==> config.mk <==
export PLATFORM = sky130hd
export DESIGN_NAME = positioning_move_supervisor_top
export DESIGN_NICKNAME = d
export VERILOG_FILES = /design/src/rtl/psup_pkg.sv /design/src/rtl/psup_eval.sv /design/src/rtl/positioning_move_supervisor_top.sv
export SDC_FILE = /design/constraint.sdc
export NUM_CORES = 1
export LEC_CHECK = 0
export ABC_AREA = 1
export BUFFER_PORTS_ARGS = -buffer_cell sky130_fd_sc_hd__buf_4
export CORE_ASPECT_RATIO = 1.75
export CORE_MARGIN = 5
export CORE_UTILIZATION = 55
export DETAILED_ROUTE_END_ITERATION = 8
export PLACE_DENSITY = 0.7
export SETUP_SLACK_MARGIN = 0.2
export SLEW_MARGIN = 40
export SYNTH_ARGS = -nofsm -noshare
export SYNTH_HDL_FRONTEND = slang
export SYNTH_SLANG_ARGS = --single-unit
==> constraint.sdc <==
create_clock -name clk -period 8.1 [get_ports clk]
set_input_delay 1.62 -clock clk [delete_from_list [all_inputs] [get_ports clk]]
set_output_delay 1.62 -clock clk [all_outputs]
set_load 0.05 [all_outputs]
==> src/rtl/psup_pkg.sv <==
// Shared types and constants for the positioning move supervisor.
`timescale 1ns / 1ps
`default_nettype none

package psup_pkg;

  localparam int COORD_BITS  = 32;
  localparam int THR_BITS    = 16;
  localparam int OVR_BITS    = 24;
  localparam int CFG_DATA_W  = 24;
  localparam int CFG_IDX_W   = 1;

  localparam logic [THR_BITS-1:0] THR_RESET = 16'd10;
  localparam logic [OVR_BITS-1:0] OVR_RESET = 24'd100;

  // Settle window: one reference sample and two more.
  localparam logic [1:0] SETTLE_LAST = 2'd2;
  // Stop request seen with drive on more polls than this count plus one is an error.
  localparam logic [1:0] STOP_IGN_MAX = 2'd1;

  typedef enum logic [CFG_IDX_W-1:0] {
    CFG_STILL_THR = 1'b0,
    CFG_OVERRUN   = 1'b1
  } cfg_idx_t;

  typedef enum logic {
    KIND_START  = 1'b0,
    KIND_SAMPLE = 1'b1
  } kind_t;

  typedef enum logic [1:0] {
    PH_IDLE   = 2'd0,
    PH_FIRST  = 2'd1,
    PH_MOVING = 2'd2,
    PH_SETTLE = 2'd3
  } phase_t;

  typedef enum logic [3:0] {
    ST_MOVING        = 4'd0,
    ST_SETTLING      = 4'd1,
    ST_OK            = 4'd2,
    ST_NO_MOTION     = 4'd3,
    ST_WRONG_DIR     = 4'd4,
    ST_DRIVE_DROPPED = 4'd5,
    ST_STOP_IGNORED  = 4'd6,
    ST_LIMIT         = 4'd7,
    ST_OVERRUN       = 4'd8,
    ST_DRIFT         = 4'd9,
    ST_IDLE          = 4'd10
  } status_t;

  typedef struct packed {
    logic                         kind;
    logic signed [COORD_BITS-1:0] target_position;
    logic                         move_direction;
    logic signed [COORD_BITS-1:0] position;
    logic                         stop_request;
    logic                         driving_right;
    logic                         driving_left;
    logic                         limit_right;
    logic                         limit_left;
    logic                         blocked;
  } in_item_t;

  typedef struct packed {
    status_t status;
    logic    finished;
  } out_item_t;

  typedef struct packed {
    logic [THR_BITS-1:0] still_threshold;
    logic [OVR_BITS-1:0] overrun_limit;
  } cfg_t;

  typedef struct packed {
    phase_t                       phase;
    logic signed [COORD_BITS-1:0] target_code;
    logic                         dir_decreasing;
    logic signed [COORD_BITS-1:0] previous_position;
    logic signed [COORD_BITS-1:0] reference_position;
    logic [1:0]                   stop_ignored_count;
    logic [1:0]                   settle_count;
    status_t                      last_status;
  } sup_state_t;

endpackage

`default_nettype wire

==> src/rtl/psup_eval.sv <==
// Per-item check logic: next supervisor state and the result for one item.
`timescale 1ns / 1ps
`default_nettype none

module psup_eval (
  input  psup_pkg::in_item_t   item,
  input  psup_pkg::sup_state_t cur,
  input  psup_pkg::cfg_t       cfg,
  output psup_pkg::sup_state_t nxt,
  output psup_pkg::out_item_t  res
);
  import psup_pkg::*;

  localparam int DW = COORD_BITS + 2;

  logic signed [DW-1:0] pos_x;
  logic signed [DW-1:0] diff;
  logic signed [DW-1:0] diff_abs;
  logic signed [DW-1:0] dev;
  logic signed [DW-1:0] dev_abs;
  logic signed [DW-1:0] to_go;
  logic signed [DW-1:0] thr_x;
  logic signed [DW-1:0] lim_x;
  logic                 stop;
  logic                 drv;
  logic                 lim;
  logic                 no_motion;
  logic                 wrong_dir;
  logic                 overrun;
  logic                 drift;

  always_comb begin
    pos_x    = DW'(item.position);
    diff     = pos_x - DW'(cur.previous_position);
    diff_abs = diff[DW-1] ? -diff : diff;
    dev      = pos_x - DW'(cur.reference_position);
    dev_abs  = dev[DW-1] ? -dev : dev;
    to_go    = DW'(cur.target_code) - pos_x;
    thr_x    = DW'($unsigned(cfg.still_threshold));
    lim_x    = DW'($unsigned(cfg.overrun_limit));
    stop     = item.stop_request;
    drv      = item.driving_right | item.driving_left;
    lim      = item.limit_right | item.limit_left | item.blocked;
    no_motion = (diff_abs <= thr_x);
    wrong_dir = diff[DW-1] != cur.dir_decreasing;
    // Only travel past the target on the commanded side counts.
    overrun  = ((to_go < -lim_x) && !cur.dir_decreasing) ||
               ((to_go > lim_x) && cur.dir_decreasing);
    drift    = (dev_abs > thr_x);
  end

  always_comb begin
    nxt          = cur;
    res.status   = cur.last_status;
    res.finished = 1'b0;
    if (item.kind == KIND_START) begin
      nxt.target_code        = item.target_position;
      nxt.dir_decreasing     = item.move_direction;
      nxt.stop_ignored_count = 2'd0;
      nxt.settle_count       = 2'd0;
      nxt.phase              = PH_FIRST;
      nxt.last_status        = ST_MOVING;
      res.status             = ST_MOVING;
    end else begin
      case (cur.phase)
        PH_FIRST, PH_MOVING: begin
          if (stop && !drv) begin
            nxt.phase        = PH_SETTLE;
            nxt.settle_count = 2'd0;
            nxt.last_status  = ST_SETTLING;
            res.status       = ST_SETTLING;
          end else if (cur.phase == PH_MOVING && no_motion) begin
            res.status = ST_NO_MOTION;
          end else if (cur.phase == PH_MOVING && wrong_dir) begin
            res.status = ST_WRONG_DIR;
          end else if (!stop && !drv) begin
            res.status = ST_DRIVE_DROPPED;
          end else if (stop && cur.stop_ignored_count > STOP_IGN_MAX) begin
            res.status = ST_STOP_IGNORED;
          end else begin
            if (stop) begin
              nxt.stop_ignored_count = cur.stop_ignored_count + 2'd1;
            end
            if (lim) begin
              res.status = ST_LIMIT;
            end else if (overrun) begin
              res.status = ST_OVERRUN;
            end else begin
              nxt.previous_position = item.position;
              nxt.phase             = PH_MOVING;
              nxt.last_status       = ST_MOVING;
              res.status            = ST_MOVING;
            end
          end
          res.finished = (res.status != ST_MOVING) && (res.status != ST_SETTLING);
        end
        PH_SETTLE: begin
          if (cur.settle_count == 2'd0) begin
            nxt.reference_position = item.position;
            nxt.settle_count       = 2'd1;
            res.status             = ST_SETTLING;
          end else if (drift) begin
            res.status = ST_DRIFT;
          end else if (cur.settle_count >= SETTLE_LAST) begin
            res.status = ST_OK;
          end else begin
            nxt.settle_count = cur.settle_count + 2'd1;
            res.status       = ST_SETTLING;
          end
          res.finished = (res.status != ST_SETTLING);
        end
        default: begin
          res.status   = cur.last_status;
          res.finished = (cur.last_status != ST_IDLE);
        end
      endcase
      // Any finishing result ends the move.
      if (res.finished && cur.phase != PH_IDLE) begin
        nxt.phase       = PH_IDLE;
        nxt.last_status = res.status;
      end
    end
  end

endmodule

`default_nettype wire

==> src/rtl/positioning_move_supervisor_top.sv <==
// Top level of the positioning move supervisor: registers, handshake, config.
// A result is loaded into the output register in the cycle after its transfer in.
// Throughput: one item per cycle while results are taken; the only limit is the single output register,
//   which is refilled in the same cycle it is taken.
// Reset (rst_n low, synchronous): phase idle, last status idle, thresholds 10 and 100,
//   output register empty. Reset takes effect at once; no clearing pass.
`timescale 1ns / 1ps
`default_nettype none

module positioning_move_supervisor_top (
  input  wire                                       clk,
  input  wire                                       rst_n,
  input  wire                                       in_valid,
  output logic                                      in_ready,
  input  psup_pkg::in_item_t                        in_data,
  output logic                                      out_valid,
  input  wire                                       out_ready,
  output psup_pkg::out_item_t                       out_data,
  input  wire                                       cfg_we,
  input  wire  [psup_pkg::CFG_IDX_W-1:0]            cfg_index,
  input  wire  [psup_pkg::CFG_DATA_W-1:0]           cfg_wdata
);
  import psup_pkg::*;

  sup_state_t st_r;
  sup_state_t st_nxt;
  cfg_t       cfg_r;
  out_item_t  out_r;
  out_item_t  res;
  logic       out_valid_r;
  logic       in_fire;

  assign in_ready  = !out_valid_r || out_ready;
  assign in_fire   = in_valid && in_ready;
  assign out_valid = out_valid_r;
  assign out_data  = out_r;

  psup_eval u_eval (
    .item (in_data),
    .cur  (st_r),
    .cfg  (cfg_r),
    .nxt  (st_nxt),
    .res  (res)
  );

  always_ff @(posedge clk) begin
    if (!rst_n) begin
      cfg_r.still_threshold <= THR_RESET;
      cfg_r.overrun_limit   <= OVR_RESET;
    end else if (cfg_we) begin
      case (cfg_idx_t'(cfg_index))
        CFG_STILL_THR: cfg_r.still_threshold <= cfg_wdata[THR_BITS-1:0];
        CFG_OVERRUN:   cfg_r.overrun_limit   <= cfg_wdata[OVR_BITS-1:0];
        default: ;
      endcase
    end
  end

  always_ff @(posedge clk) begin
    if (!rst_n) begin
      // Position history is payload: written before it is ever read.
      st_r.phase              <= PH_IDLE;
      st_r.target_code        <= '0;
      st_r.dir_decreasing     <= 1'b0;
      st_r.stop_ignored_count <= 2'd0;
      st_r.settle_count       <= 2'd0;
      st_r.last_status        <= ST_IDLE;
    end else if (in_fire) begin
      st_r <= st_nxt;
    end
  end

  always_ff @(posedge clk) begin
    if (!rst_n) begin
      out_valid_r <= 1'b0;
    end else if (in_fire) begin
      out_valid_r <= 1'b1;
    end else if (out_ready) begin
      out_valid_r <= 1'b0;
    end
  end

  always_ff @(posedge clk) begin
    if (in_fire) begin
      out_r <= res;
    end
  end

  a_fire_loads_out: assert property (@(posedge clk) disable iff (!rst_n)
    in_fire |=> out_valid_r)
    else $error("accepted item did not load the result register");

  a_start_arms: assert property (@(posedge clk) disable iff (!rst_n)
    in_fire && in_data.kind == KIND_START
      |=> st_r.phase == PH_FIRST && out_r.status == ST_MOVING && !out_r.finished)
    else $error("start item did not arm a new move");

  a_finish_idles: assert property (@(posedge clk) disable iff (!rst_n)
    in_fire && res.finished |=> st_r.phase == PH_IDLE)
    else $error("finished result left the move active");

  a_active_status: assert property (@(posedge clk) disable iff (!rst_n)
    st_r.phase != PH_IDLE |-> st_r.last_status == ST_MOVING ||
                              st_r.last_status == ST_SETTLING)
    else $error("active move holds a final status");

  a_stall_blocks: assert property (@(posedge clk) disable iff (!rst_n)
    out_valid_r && !out_ready |-> !in_ready)
    else $error("input taken while result stalled");

endmodule

`default_nettype wire

### Word-level counts from Yosys, hierarchy flattened

Cells that the tools add are included.
W data, S select, Z words.

| operators by class | value |
|---|---|
| order comparisons | 6 |
| equality and inequality tests | 25 |
| bitwise operators | 12 |
| reductions and logical operators | 29 |
| mux-type cells | 52 |
| add/subtract/negate cells | 8 |

Operators with widths:

| cell | number |
|---|---|
| $sub A32 B32 Y33 | 3 |
| $mux W4 | 22 |
| $mux W34 | 2 |
| $neg A34 Y34 | 2 |
| $mux W2 | 22 |
| $gt A34 B17 Y1 | 1 |
| $gt A34 B25 Y1 | 1 |
| $le A34 B17 Y1 | 1 |
| $lt A34 B34 Y1 | 1 |
| $neg A24 Y34 | 1 |
| $ne A4 B3 Y1 const B | 5 |
| $ne A4 B4 Y1 const B | 4 |
| $reduce_and A8 Y1 | 2 |
| $ne A2 B2 Y1 const B | 6 |
| $reduce_and A11 Y1 | 1 |
| $logic_and A1 B1 Y1 | 10 |
| $pmux W5 S2 | 1 |
| $reduce_and A5 Y1 | 2 |
| $not A1 Y1 | 9 |
| $mux W8 | 1 |
| $ne A4 B1 Y1 const B | 2 |
| $ne A3 B1 Y1 const B | 2 |
| $reduce_and A2 Y1 | 3 |
| $mux W5 | 1 |
| other kinds (17) | 27 |

| word-level totals | value |
|---|---|
| output and inout port bits | 7 |
| input port bits | 102 |
| register bits | 153 |

### Longest topological paths before layout

Gate-level depths: netlist of run 1.

| depth | value |
|---|---|
| depth in word-level cells | 20 |
| mapped depth | 49 |
| depth with buffers taken out | 47 |

### By module

Synthesis of run 1 repeated with hierarchy kept, for this count alone.

| second synthesis, totals | value |
|---|---|
| cell total of the unflattened synthesis | 3245 |
| area, all modules | 19027.0 um^2 |

Modules (own cells, without submodules):

| module | cells each | instances | area an instance (um^2) |
|---|---|---|---|
| psup_eval | 2716 | 1 | 13624.3 |
| positioning_move_supervisor_top | 529 | 1 | 5402.7 |

### Worst setup path after synthesis of run 1

OpenSTA, ideal clock, no wires.

| timing path | value |
|---|---|
| path kind | in2reg |
| start | input port in_data[6] (netlist name) |
| end | register st_r[40] (netlist name), enable pin |
| arrival time | 6.414 ns |
| stages | 37 |
| required time | 7.679 ns |
| library setup time | 0.421 ns |
| buffers on the path | 2 |
| setup slack | 1.265 ns |
| cell sequence | inv_1 -> ha_1 -> fa_1 -> inv_1 -> nand3_1 -> nand2_2 -> nand2_2 -> nand2_2 -> nand2_1 -> nand2_1 -> nand3b_1 -> nand2_1 -> nand2_1 -> nand2_1 -> buf_4 -> buf_2 -> nand2_1 -> xor2_1 -> inv_1 -> ha_1 -> nand2_1 -> o21a_1 -> o21ai_0 -> nand2_1 -> a21oi_1 -> nor2_1 -> nand2_1 -> a21boi_0 -> nand2_1 -> nor2_1 -> nand2_1 -> nor2_1 -> nand2_1 -> nor2_2 -> a21oi_1 -> nand2_1 -> nor2_1 |

| on the way | value |
|---|---|
| cells in the longest elaborated chain, start to end | 7 |
| elaborated cells on any way between the ends | 17 |

Ends and longest elaborated chain:

| item | line | text |
|---|---|---|
| start: declaration | positioning_move_supervisor_top.sv:15 | `input psup_pkg::in_item_t in_data,` |
| $sub A32 B32 Y33 | psup_eval.sv:34 | `diff = pos_x - DW'(cur.previous_position);` |
| $neg A34 Y34 | psup_eval.sv:35 | `diff_abs = diff[DW-1] ? -diff : diff;` |
| $mux W34 | psup_eval.sv:35 |  |
| $le A34 B17 Y1 | psup_eval.sv:44 | `no_motion = (diff_abs <= thr_x);` |
| $logic_and A1 B1 Y1 | psup_eval.sv:72 | `end else if (cur.phase == PH_MOVING && no_motion) begin` |
| $not A1 Y1 (no line) | -- |  |
| $reduce_and A11 Y1 (no line) (*) | -- |  |
| end signal: assignment | positioning_move_supervisor_top.sv:69 | `st_r <= st_nxt;` |
| end: declaration | positioning_move_supervisor_top.sv:25 | `sup_state_t st_r;` |

Every way passes the cells marked *; elsewhere a longest branch is shown, timed or not.
A chain may end at the register's enable or synchronous reset.

### Final worst setup path of run 1

| timing path | value |
|---|---|
| start | input port in_data[6] (netlist name) |
| end | register st_r[0] (netlist name) |

| on the way | value |
|---|---|
| cells in the longest elaborated chain, start to end | 20 |
| elaborated cells on any way between the ends | 47 |

Ends and longest elaborated chain:

| item |
|---|
| branches (longest 20 deep; another with $neg A34 Y34) |

Several ways; the timed one is not identified. The select of a mux whose other input is x is not followed.

==> flow_summary.toml, run 1 <==
[drt]
vias = 19000
drtPass1Iterations = 8
detail-route-antenna-nets = 0
drt_iter0_drc = 1290
vias_per_cell = 5.59
drt-wirelength-per-cell_um = 17.8
wl_um = 60400
drc_errors = 0

[layout]
fillers = 3160
finalNonFillerCells = 3394
fin_nets = 3284
n_antenna_cell = 0
drive_above_1_share_pct = 8.47
area_growth_pct = 10.4

[timing]
fmax_mhz = 144
relSlewSlack_pct = 50.4
setup_viol = 0
fin_ws_ps = 1160
fin_setup_tns_ps = 0
fin_crit_sh_pct = 85.7
worstMarginPinSlew_ps = 734
min_period_ps = 6940
slew_violations = 0
skew_ps = 10.7
rsz0062_at_grt = "no"
whs_ps = 467
hold_violations = 0

[yosys]
synth_top_area_cell = "nand2_1"
synth-edff-count = 69
synth_flop_cell = "dfxtp_1"
syn-num-nets = 3179
synth.area.top_cells = "nand2_1 18%, ha_1 14%, edfxtp_1 12%"
yosysMostFrequentCell = "nand2_1"
post-synth-top-area-fraction_pct = 18.4
async_reset_ff_share_pct = 0
synthTopCellsByCount = "865 x nand2_1, 509 x inv_1, 266 x nor2_1"
ys_types = 48
synth.avg_cell_area_um2 = 6.11
yosys_warnings = 0
synth.ff_latch_count = 153
synthCells = 2880
synthesis.area_um2 = 17600
ys_seq_area_share_pct = 21.3

[global_routing]
grt_use_met3_pct = 3.75
grt_pass1_wl_um = 93800
grt_pass1_vias = 19100
grt_max_degree = 52
grtUsageTotal_pct = 33.0
top_usage_layer = "met2"
grt_use_met2_pct = 64.5
use_met1_pct = 30.2
gr-total-overflow = 0
antenna_found_initial = 0

[clock_network]
cts_tree = "built"
cts_buffers = 17
clockRootBuffer = "clkbuf_16"
insertion_delay_ps = 460
cts.sinks = 153
cts_max_level = 4
clockBufferDepth = 2
post_cts_buffers = 0
cts_resized = 0
cts.clk_slew.worst_paths_ps = 70
cts_hold_buf = 0

[power_and_ir_drop]
leakagePower_nw = 10.4
power_density_nw_per_um2 = 136
power_w = 0.00264
ir_drop_v = 0.000141

[floorplanning]
fp.dieW_um = 145
coreArea_um2 = 31500
io_pins = 109
die_h_um = 247
row_count = 86
dieArea_um2 = 35800
start_util_pct = 55.8

[worst_setup_path]
rr_startpoint = "st_r[8]$_DFFE_PP_"
reg2reg_depth = 44
max_stage_delay_ps = 430
critPathCaptureType = "flop"
worstSetupEndpoint = "st_r[0]$_SDFFE_PN0P_"
worst-endpoint-arrival_ps = 7300
crit_required_ps = 8450
r2r_slack_ps = 2190
cp_slowest_cell = "fa_1"
crit_fanout = 35
critPathMostFrequentCell = "nand2_1"
reg2reg_to = "st_r[0]$_SDFFE_PN0P_"
crit_type = "input pin to flop"
crit_path_start = "in_data[6]"
worst_setup_path_start_kind = "input pin"

[hold_path]
hold_class = "flop to flop"

[place]
port_buffers = 108
hpwl_um = 50400
dp_slack_ps = 786
place.gp.congestion = 0.992
place_inst = 3362

[status]
status = "finished, final reports clean"

[flow_run]
drv_cap = 0
==> cells in the final DEF, fill, tap and decap left out, drive strengths merged, types with 2 or more instances in the layout <==
master	synthesis	final
a211oi	7	7
a21boi	4	4
a21o	5	5
a21oi	202	202
a221oi	2	2
a31oi	12	12
and2	5	5
buf	9	118
clkbuf	23	21
clkinv	5	7
dfxtp	84	84
edfxtp	69	69
fa	3	3
ha	194	194
inv	530	537
nand2	897	897
nand3	212	212
nand3b	23	23
nand4	48	48
nor2	295	295
nor3	30	30
nor4	2	2
nor4b	2	2
o211ai	11	11
o21a	4	4
o21ai	103	103
o21bai	5	5
o221ai	5	5
o31ai	4	4
xnor2	14	14
xor2	66	66
==> worst max-delay path: cells and delay by family <==
kind | cells | cell delay (ps)
AO/OA/AOI/OAI | 3 | 570
XOR/XNOR | 1 | 150
adder cells (fa/ha/maj) | 3 | 840
buffers and inverters | 6 | 720
AND/OR/NAND/NOR | 33 | 3370
==> routing by layer <==
metal	up-vias	part of all wire, %
li1	9430	-
met1	8648	34
met2	620	53
met3	267	3.7
met4	0	8.9
met5	-	0
==> metrics by stage <==
stage	instance area, um^2	util (%)
floorplan	17600	-
global placement	18900	59.8
detailed placement	18900	59.8
CTS	19400	61.6
global route	19400	61.6
finish	19400	61.6
==> sequential cells by signal, indices dropped and copies added, names as in the netlist <==
register / cells
out_valid: 1
out_data: 5
st_r: 107
cfg_r: 40
==> logic make-up (layout without fill, tap and decap cells) <==
family | count (synthesis) | in the layout | share of synthesized area (%)
DFF | 153 | 153 | 21.3
buffers and inverters | 567 | 685 | 12.2
AOI/OAI and AO/OA | 367 | 367 | 11.4
xor gates and xnor gates | 80 | 80 | 3.98
and+or+nand+nor | 1516 | 1516 | 36.9
adders and majority gates | 197 | 197 | 14.1
==> area by class of cell <==
class / count / area, um^2 / area share, %
clock inverter: 11 / 106 / 0.547
timing repair buffer: 118 / 886 / 4.56
clock buffer: 21 / 470 / 2.42
multi-input combinational: 2160 / 11700 / 60.2
tap: 396 / 495 / 2.55
inverter: 535 / 2010 / 10.4
sequential: 153 / 3750 / 19.3
==> how the worst min path moves through the flow <==
stage / startpoint / to / slack [ps] / cells after the start
floorplan: st_r[6]$_SDFFE_PN0P_ / st_r[6]$_SDFFE_PN0P_ / 430 / 1
global placement: st_r[6]$_SDFFE_PN0P_ / st_r[6]$_SDFFE_PN0P_ / 450 / 1
detailed placement: st_r[76]$_SDFFE_PN0P_ / st_r[76]$_SDFFE_PN0P_ / 460 / 2
CTS: st_r[76]$_SDFFE_PN0P_ / st_r[76]$_SDFFE_PN0P_ / 470 / 2
global route: st_r[101]$_SDFFE_PN0P_ / st_r[101]$_SDFFE_PN0P_ / 490 / 2
finish: st_r[101]$_SDFFE_PN0P_ / st_r[101]$_SDFFE_PN0P_ / 470 / 2
==> report_power, final <==
group | internal (W) | total [W] | switching (W)
sequential | 0.000836 | 0.000853 | 0.0000169
clock | 0.000453 | 0.000833 | 0.000380
combinational | 0.000330 | 0.000955 | 0.000625
(Power assumes the default switching activity.)
==> run 2: changes to the inputs <==
CORE_ASPECT_RATIO = unset   (was 1.75)
==> run 2 against run 1 <==
Against the previous run:
- cell area about the same
- global-route usage decreased by 0.94 points
- die area decreased by 0.39%
- count of clock-buffer cells in the layout decreased by 4
- clock skew increased by 13 ps
- fmax increased by 5.3%
- flip-flop and latch count unchanged
- setup slack improved by 350 ps
- final cell count increased by 0.12%
- critical path type unchanged
- largest power group unchanged
- highest routed layer unchanged
==> flow_summary.toml, run 2 (synthesis results as in run 1) <==
[place]
port_buffers = 108
place.gp.congestion = 0.961
hpwl_um = 47500

[layout]
largest_reg_flops = 107
n_antenna_cell = 0
area_growth_pct = 10.4
layout_commonest_cell = "nand2_1"
final_cell_mix = "865 x nand2_1, 509 x inv_1, 265 x nor2_1"
fillers = 3125
drive_above_1_share_pct = 8.38
largest_register = "st_r"
fin_nets = 3282

[hold_path]
hold_class = "flop to flop"
worstHoldStart = "st_r[73]$_SDFFE_PN0P_"

[timing]
fin_crit_sh_pct = 81.4
fmax_mhz = 152
rsz0062_at_grt = "no"
setup_viol = 0
skew_ps = 23.5
fin_setup_tns_ps = 0
relSlewSlack_pct = 54.1
slew_violations = 0
hold_violations = 0
worstMarginPinSlew_ps = 687
min_period_ps = 6600

[global_routing]
antenna_found_initial = 1
grt_pass1_wl_um = 91600
grt_max_degree = 53
grt_pass1_vias = 18000
gr-total-overflow = 0
grtUsageTotal_pct = 32.0

[clock_network]
clockBufferDepth = 2
cts_tree = "built"
cts.clk_slew.worst_paths_ps = 70
post_cts_buffers = 0
cts.sinks = 153
cts_hold_buf = 0
cts_buffers = 17
insertion_delay_ps = 480
cts_resized = 0
cts_max_level = 4
clockRootBuffer = "clkbuf_16"

[floorplanning]
coreArea_um2 = 31600
dieArea_um2 = 35700
fp.dieW_um = 189
row_count = 65
die_h_um = 189
io_pins = 109
start_util_pct = 55.8

[drt]
drt-wirelength-per-cell_um = 17.2
drt_iter0_drc = 1548
wl_um = 58400
drc_errors = 0
vias_per_cell = 5.55
detail-route-antenna-nets = 0
vias = 18900
drtPass1Iterations = 6

[worst_setup_path]
crit_fanout = 35
rr_startpoint = "st_r[40]$_DFFE_PP_"
reg2reg_to = "st_r[0]$_SDFFE_PN0P_"
worst-endpoint-arrival_ps = 6960
crit_type = "input pin to flop"
worst_setup_path_start_kind = "input pin"
cp_slowest_cell = "fa_1"
r2r_slack_ps = 2460
crit_family = "simple AND/OR/NAND/NOR gates"
crit_path_start = "in_data[6]"
crit_cells = 45
critPathMostFrequentCell = "nand2_1"
crit_required_ps = 8460
max_stage_delay_ps = 450
reg2reg_depth = 43
worstSetupEndpoint = "st_r[0]$_SDFFE_PN0P_"
critPathCaptureType = "flop"
crit_buf_inv = 5

[power_and_ir_drop]
power_density_nw_per_um2 = 137
ir_drop_v = 0.000167
leakagePower_nw = 10.4
power_w = 0.00266

[flow_run]
drv_cap = 0

[status]
status = "finished, final reports clean"
## run 2: layout make-up
type | instances | area [um^2] | area share (%)
timing repair buffer | 116 | 871 | 4.48
tap | 402 | 503 | 2.59
multi-input combinational | 2160 | 11700 | 60.3
inverter | 535 | 2010 | 10.3
sequential | 153 | 3750 | 19.3
clock inverter | 15 | 155 | 0.798
clock buffer | 17 | 425 | 2.19
## run 2: worst min-delay path by stage
stage / endpoint / slack [ps] / depth (start not counted)
floorplan: st_r[6]$_SDFFE_PN0P_ / 430 / 1
finish: st_r[73]$_SDFFE_PN0P_ / 470 / 2
CTS: st_r[73]$_SDFFE_PN0P_ / 470 / 2
global placement: st_r[73]$_SDFFE_PN0P_ / 450 / 2
detailed placement: st_r[73]$_SDFFE_PN0P_ / 450 / 2
global route: st_r[73]$_SDFFE_PN0P_ / 470 / 2
## run 2: power by group
part	total, W	internal, W	switching [W]
Sequential	0.000854	0.000835	0.0000183
Combinational	0.000955	0.000328	0.000627
Clock	0.000847	0.000437	0.000410
## run 2: per-stage QoR
step	cells	setup slack (ps)	cell area (um^2)	util, %	hold slack (ps)
2_1_floorplan	2880	1270	17600	-	429
3_3_place_gp	3366	1160	18800	59.7	448
3_5_place_dp	3366	1060	18900	59.8	455
4_1_cts	3398	1540	19400	61.6	468
5_1_grt	3398	843	19400	61.6	473
6_report	3398	1500	19400	61.6	473
## run 2: per-layer routing
layer	vias to the layer above	global-route usage [%]	part of all wire, %
met5	-	0	0
met3	108	4.74	7.0
met1	8618	41.7	44
met2	701	53.6	46
met4	0	12.9	3.8
li1	9434	-	-
## run 2: worst reg2reg max path: cells and delay by family, from the launching register on
kind	cells	cell delay (ps)
and+or+nand+nor	30	2870
xor gates and xnor gates	1	130
AOI/OAI and AO/OA	6	860
adders and majority gates	3	920
buffers and inverters	3	310
DFF	1	400
==> run 3: changes to the inputs <==
ABC_AREA = 0   (was 1)
clock period = 6.71 ns   (was 8.1 ns; I/O delays follow)
==> run 3 against run 2 <==
Against the previous run:
- flip-flop and latch count is the same
- worst hold slack lost 15 ps
- area after synthesis shrank 4.3%
- die area shrank 4.1%
- largest cell class unchanged
- register-to-register slack lost 1400 ps
- largest power group unchanged
- sequential power grew 19%
==> flow_summary.toml, run 3 <==
[status]
status = "finished, final reports clean"

[place]
place.gp.congestion = 0.939
hpwl_um = 43600
dp_slack_ps = -138
port_buffers = 108
place_area_um2 = 18700

[timing]
slew_violations = 0
fin_ws_ps = 425
min_period_ps = 6290
skew_ps = 17.2
hold_violations = 0
worstMarginPinSlew_ps = 803
fmax_mhz = 159
whs_ps = 457
rsz0062_at_grt = "no"
setup_viol = 0
fin_crit_sh_pct = 93.7
relSlewSlack_pct = 46.5

[yosys]
synth_compound_area_share_pct = 27.5
ys_seq_area_share_pct = 22.3
post-synth-top-area-fraction_pct = 14.4
synth-edff-count = 69
synth.area.top_cells = "ha_1 14%, edfxtp_1 12%, dfxtp_1 10%"
synth_top_area_cell = "ha_1"
synth_top_family_by_area = "compound AO/OA/AOI/OAI gates"
synthAdderAreaFrac_pct = 14.8
ys_types = 106
synthXorXnorAreaFrac_pct = 5.77
yosysMostFrequentCell = "nand2_1"
synthMuxAreaShare_pct = 0.616
synthCells = 2199
synthTopCellsByCount = "304 x nand2_1, 216 x a21oi_1, 194 x ha_1"
async_reset_ff_share_pct = 0
yosys.area_share.simple_pct = 22.9
synth_flop_cell = "dfxtp_1"
syn-num-nets = 2498
yosys_warnings = 0
synth.avg_cell_area_um2 = 7.66
synthesis.area_um2 = 16800
synth.ff_latch_count = 153

[global_routing]
antenna_found_initial = 0
grt_pass1_wl_um = 84600
use_met1_pct = 39.8
grt_use_met3_pct = 4.79
grt_max_degree = 72
gr-total-overflow = 0
grt_use_met2_pct = 51.6
grt_pass1_vias = 16500
top_usage_layer = "met2"
grtUsageTotal_pct = 30.9

[worst_setup_path]
max_stage_delay_ps = 410
crit_fanout = 4
critPathCaptureType = "flop"
worst-endpoint-arrival_ps = 6650
crit_type = "input pin to flop"
critPathMostFrequentCell = "buf_4"
worst_setup_path_start_kind = "input pin"
r2r_slack_ps = 1100
cp_slowest_cell = "fa_2"
reg2reg_depth = 30
crit_required_ps = 7070
rr_startpoint = "st_r[8]$_DFFE_PP_"
reg2reg_to = "st_r[0]$_SDFFE_PN0P_"

[hold_path]
min_to = "cfg_r[36]$_SDFFE_PN0P_"
hold_class = "flop to flop"
hold_depth = 2
worstHoldStart = "cfg_r[36]$_SDFFE_PN0P_"

[layout]
largest_reg_flops = 107
utilization_pct = 64.3
stdcell_area_um2 = 19600
layout_commonest_cell = "nand2_1"
drive_above_1_share_pct = 14.6
n_antenna_cell = 0
fin_nets = 2670
area_growth_pct = 16.1
final_cell_mix = "302 x nand2_1, 229 x buf_4, 211 x a21oi_1"
largest_register = "st_r"

[clock_network]
cts_tree = "built"
cts.clk_slew.worst_paths_ps = 70
cts.sinks = 153
cts_buffers = 17
insertion_delay_ps = 470
cts_max_level = 4
clockRootBuffer = "clkbuf_16"
clockBufferDepth = 2

[floorplanning]
io_pins = 109
die_h_um = 185
coreArea_um2 = 30400
dieArea_um2 = 34200
fp.dieW_um = 185
row_count = 64
start_util_pct = 55.4

[power_and_ir_drop]
p_seq_share_pct = 32.4
leakagePower_nw = 8.41
intPower_w = 0.00202
power_switching_w = 0.00113
power_density_nw_per_um2 = 161
ir_drop_v = 0.000183
swShare_pct = 35.8
clock_power_share_pct = 32.6
power_w = 0.00315
power_frac_comb_pct = 35.0

[drt]
drt_iter0_drc = 1396
drt-wirelength-per-cell_um = 19.6
drtPass1Iterations = 6
vias = 17400
drc_errors = 0
detail-route-antenna-nets = 0
wl_um = 54600
vias_per_cell = 6.26

[flow_run]
drv_cap = 0
run 3: cell count changes after synthesis, moves of 23 or more:
cell,delta
nor2_1,-138
nand2_2,-31
nand3_1,-158
a211oi_1,+23
a21o_1,+66
nor3_1,+39
nand2_1,-561
xnor2_1,+56
o211ai_1,+29
nand2b_1,+28
clkbuf_1,+42
xor2_1,-25
nor4_1,+29
inv_1,-333
run 3: cells by family after synthesis:
kind of cell             after synthesis
multiplexers                          10
adder cells (fa/ha/maj)              197
AND/OR/NAND/NOR                      789
AO/OA/AOI/OAI                        684
buffers and inverters                255
flip-flops                           153
XOR/XNOR                             111
run 3: per-stage QoR:
| step | instances | setup TNS (ps) |
|---|---|---|
| after global placement | 2735 | -6130 |
| final | 2780 | 0 |
| after global routing | 2780 | 0 |
| after CTS | 2768 | 0 |
| after floorplan | 2199 | 0 |
| after detailed placement | 2736 | -4990 |
run 3: area by class of cell:
class / instances / area, um^2
inverters: 177 / 667
multi-input cells: 1791 / 12300
repair buffers: 231 / 1750
clock buffers: 19 / 454
fillers: 2755 / 10900
well taps: 396 / 495
flip-flops and latches: 153 / 3750
clock inverters: 13 / 139
run 3: routing by layer:
| layer | share of wire, % | vias up |
|---|---|---|
| li1 | - | 8477 |
| met1 | 43 | 8125 |
| met2 | 46 | 648 |
| met3 | 6.1 | 147 |
| met4 | 4.3 | 0 |
| met5 | 0 | - |
run 3: what timing repair did:
| action | 4_1_cts | 5_1_grt |
|---|---|---|
| hold buffers | 0 | 0 |
| setup endpoints to repair | 0 | 46 |
| gates resized for setup | 0 | 37 |
| setup buffers | 0 | 12 |
run 3: power groups by stage:
stage,combinational [W],clock [W],sequential [W]
final,0.00110,0.00103,0.00102
after global routing,0.00121,0.00107,0.00102
after CTS,0.00106,0.00103,0.00102
after detailed placement,0.00105,0,0.00104
after global placement,0.00103,0,0.00104
after floorplan,0.000714,0,0.00104
run 3: critical path, delay by kind of cell:
family,cells,cell delay [ps]
adders and majority gates,3,860
buffers and inverters,8,980
AOI/OAI and AO/OA,14,2210
and+or+nand+nor,6,1060
xor gates and xnor gates,1,180
run 3: how the worst max path moves through the flow:
stage | slack [ps] | cells past startpoint | from | to
CTS | 320 | 25 | in_data[6] | st_r[44]$_DFFE_PP_
finish | 420 | 32 | in_data[6] | st_r[0]$_SDFFE_PN0P_
floorplan | 200 | 28 | in_data[6] | out_data[3]$_SDFFCE_PN0P_
detailed placement | -140 | 25 | in_data[6] | st_r[40]$_DFFE_PP_
global route | 130 | 28 | in_data[7] | st_r[0]$_SDFFE_PN0P_
global placement | -170 | 24 | in_data[6] | out_data[2]$_SDFFCE_PN0P_
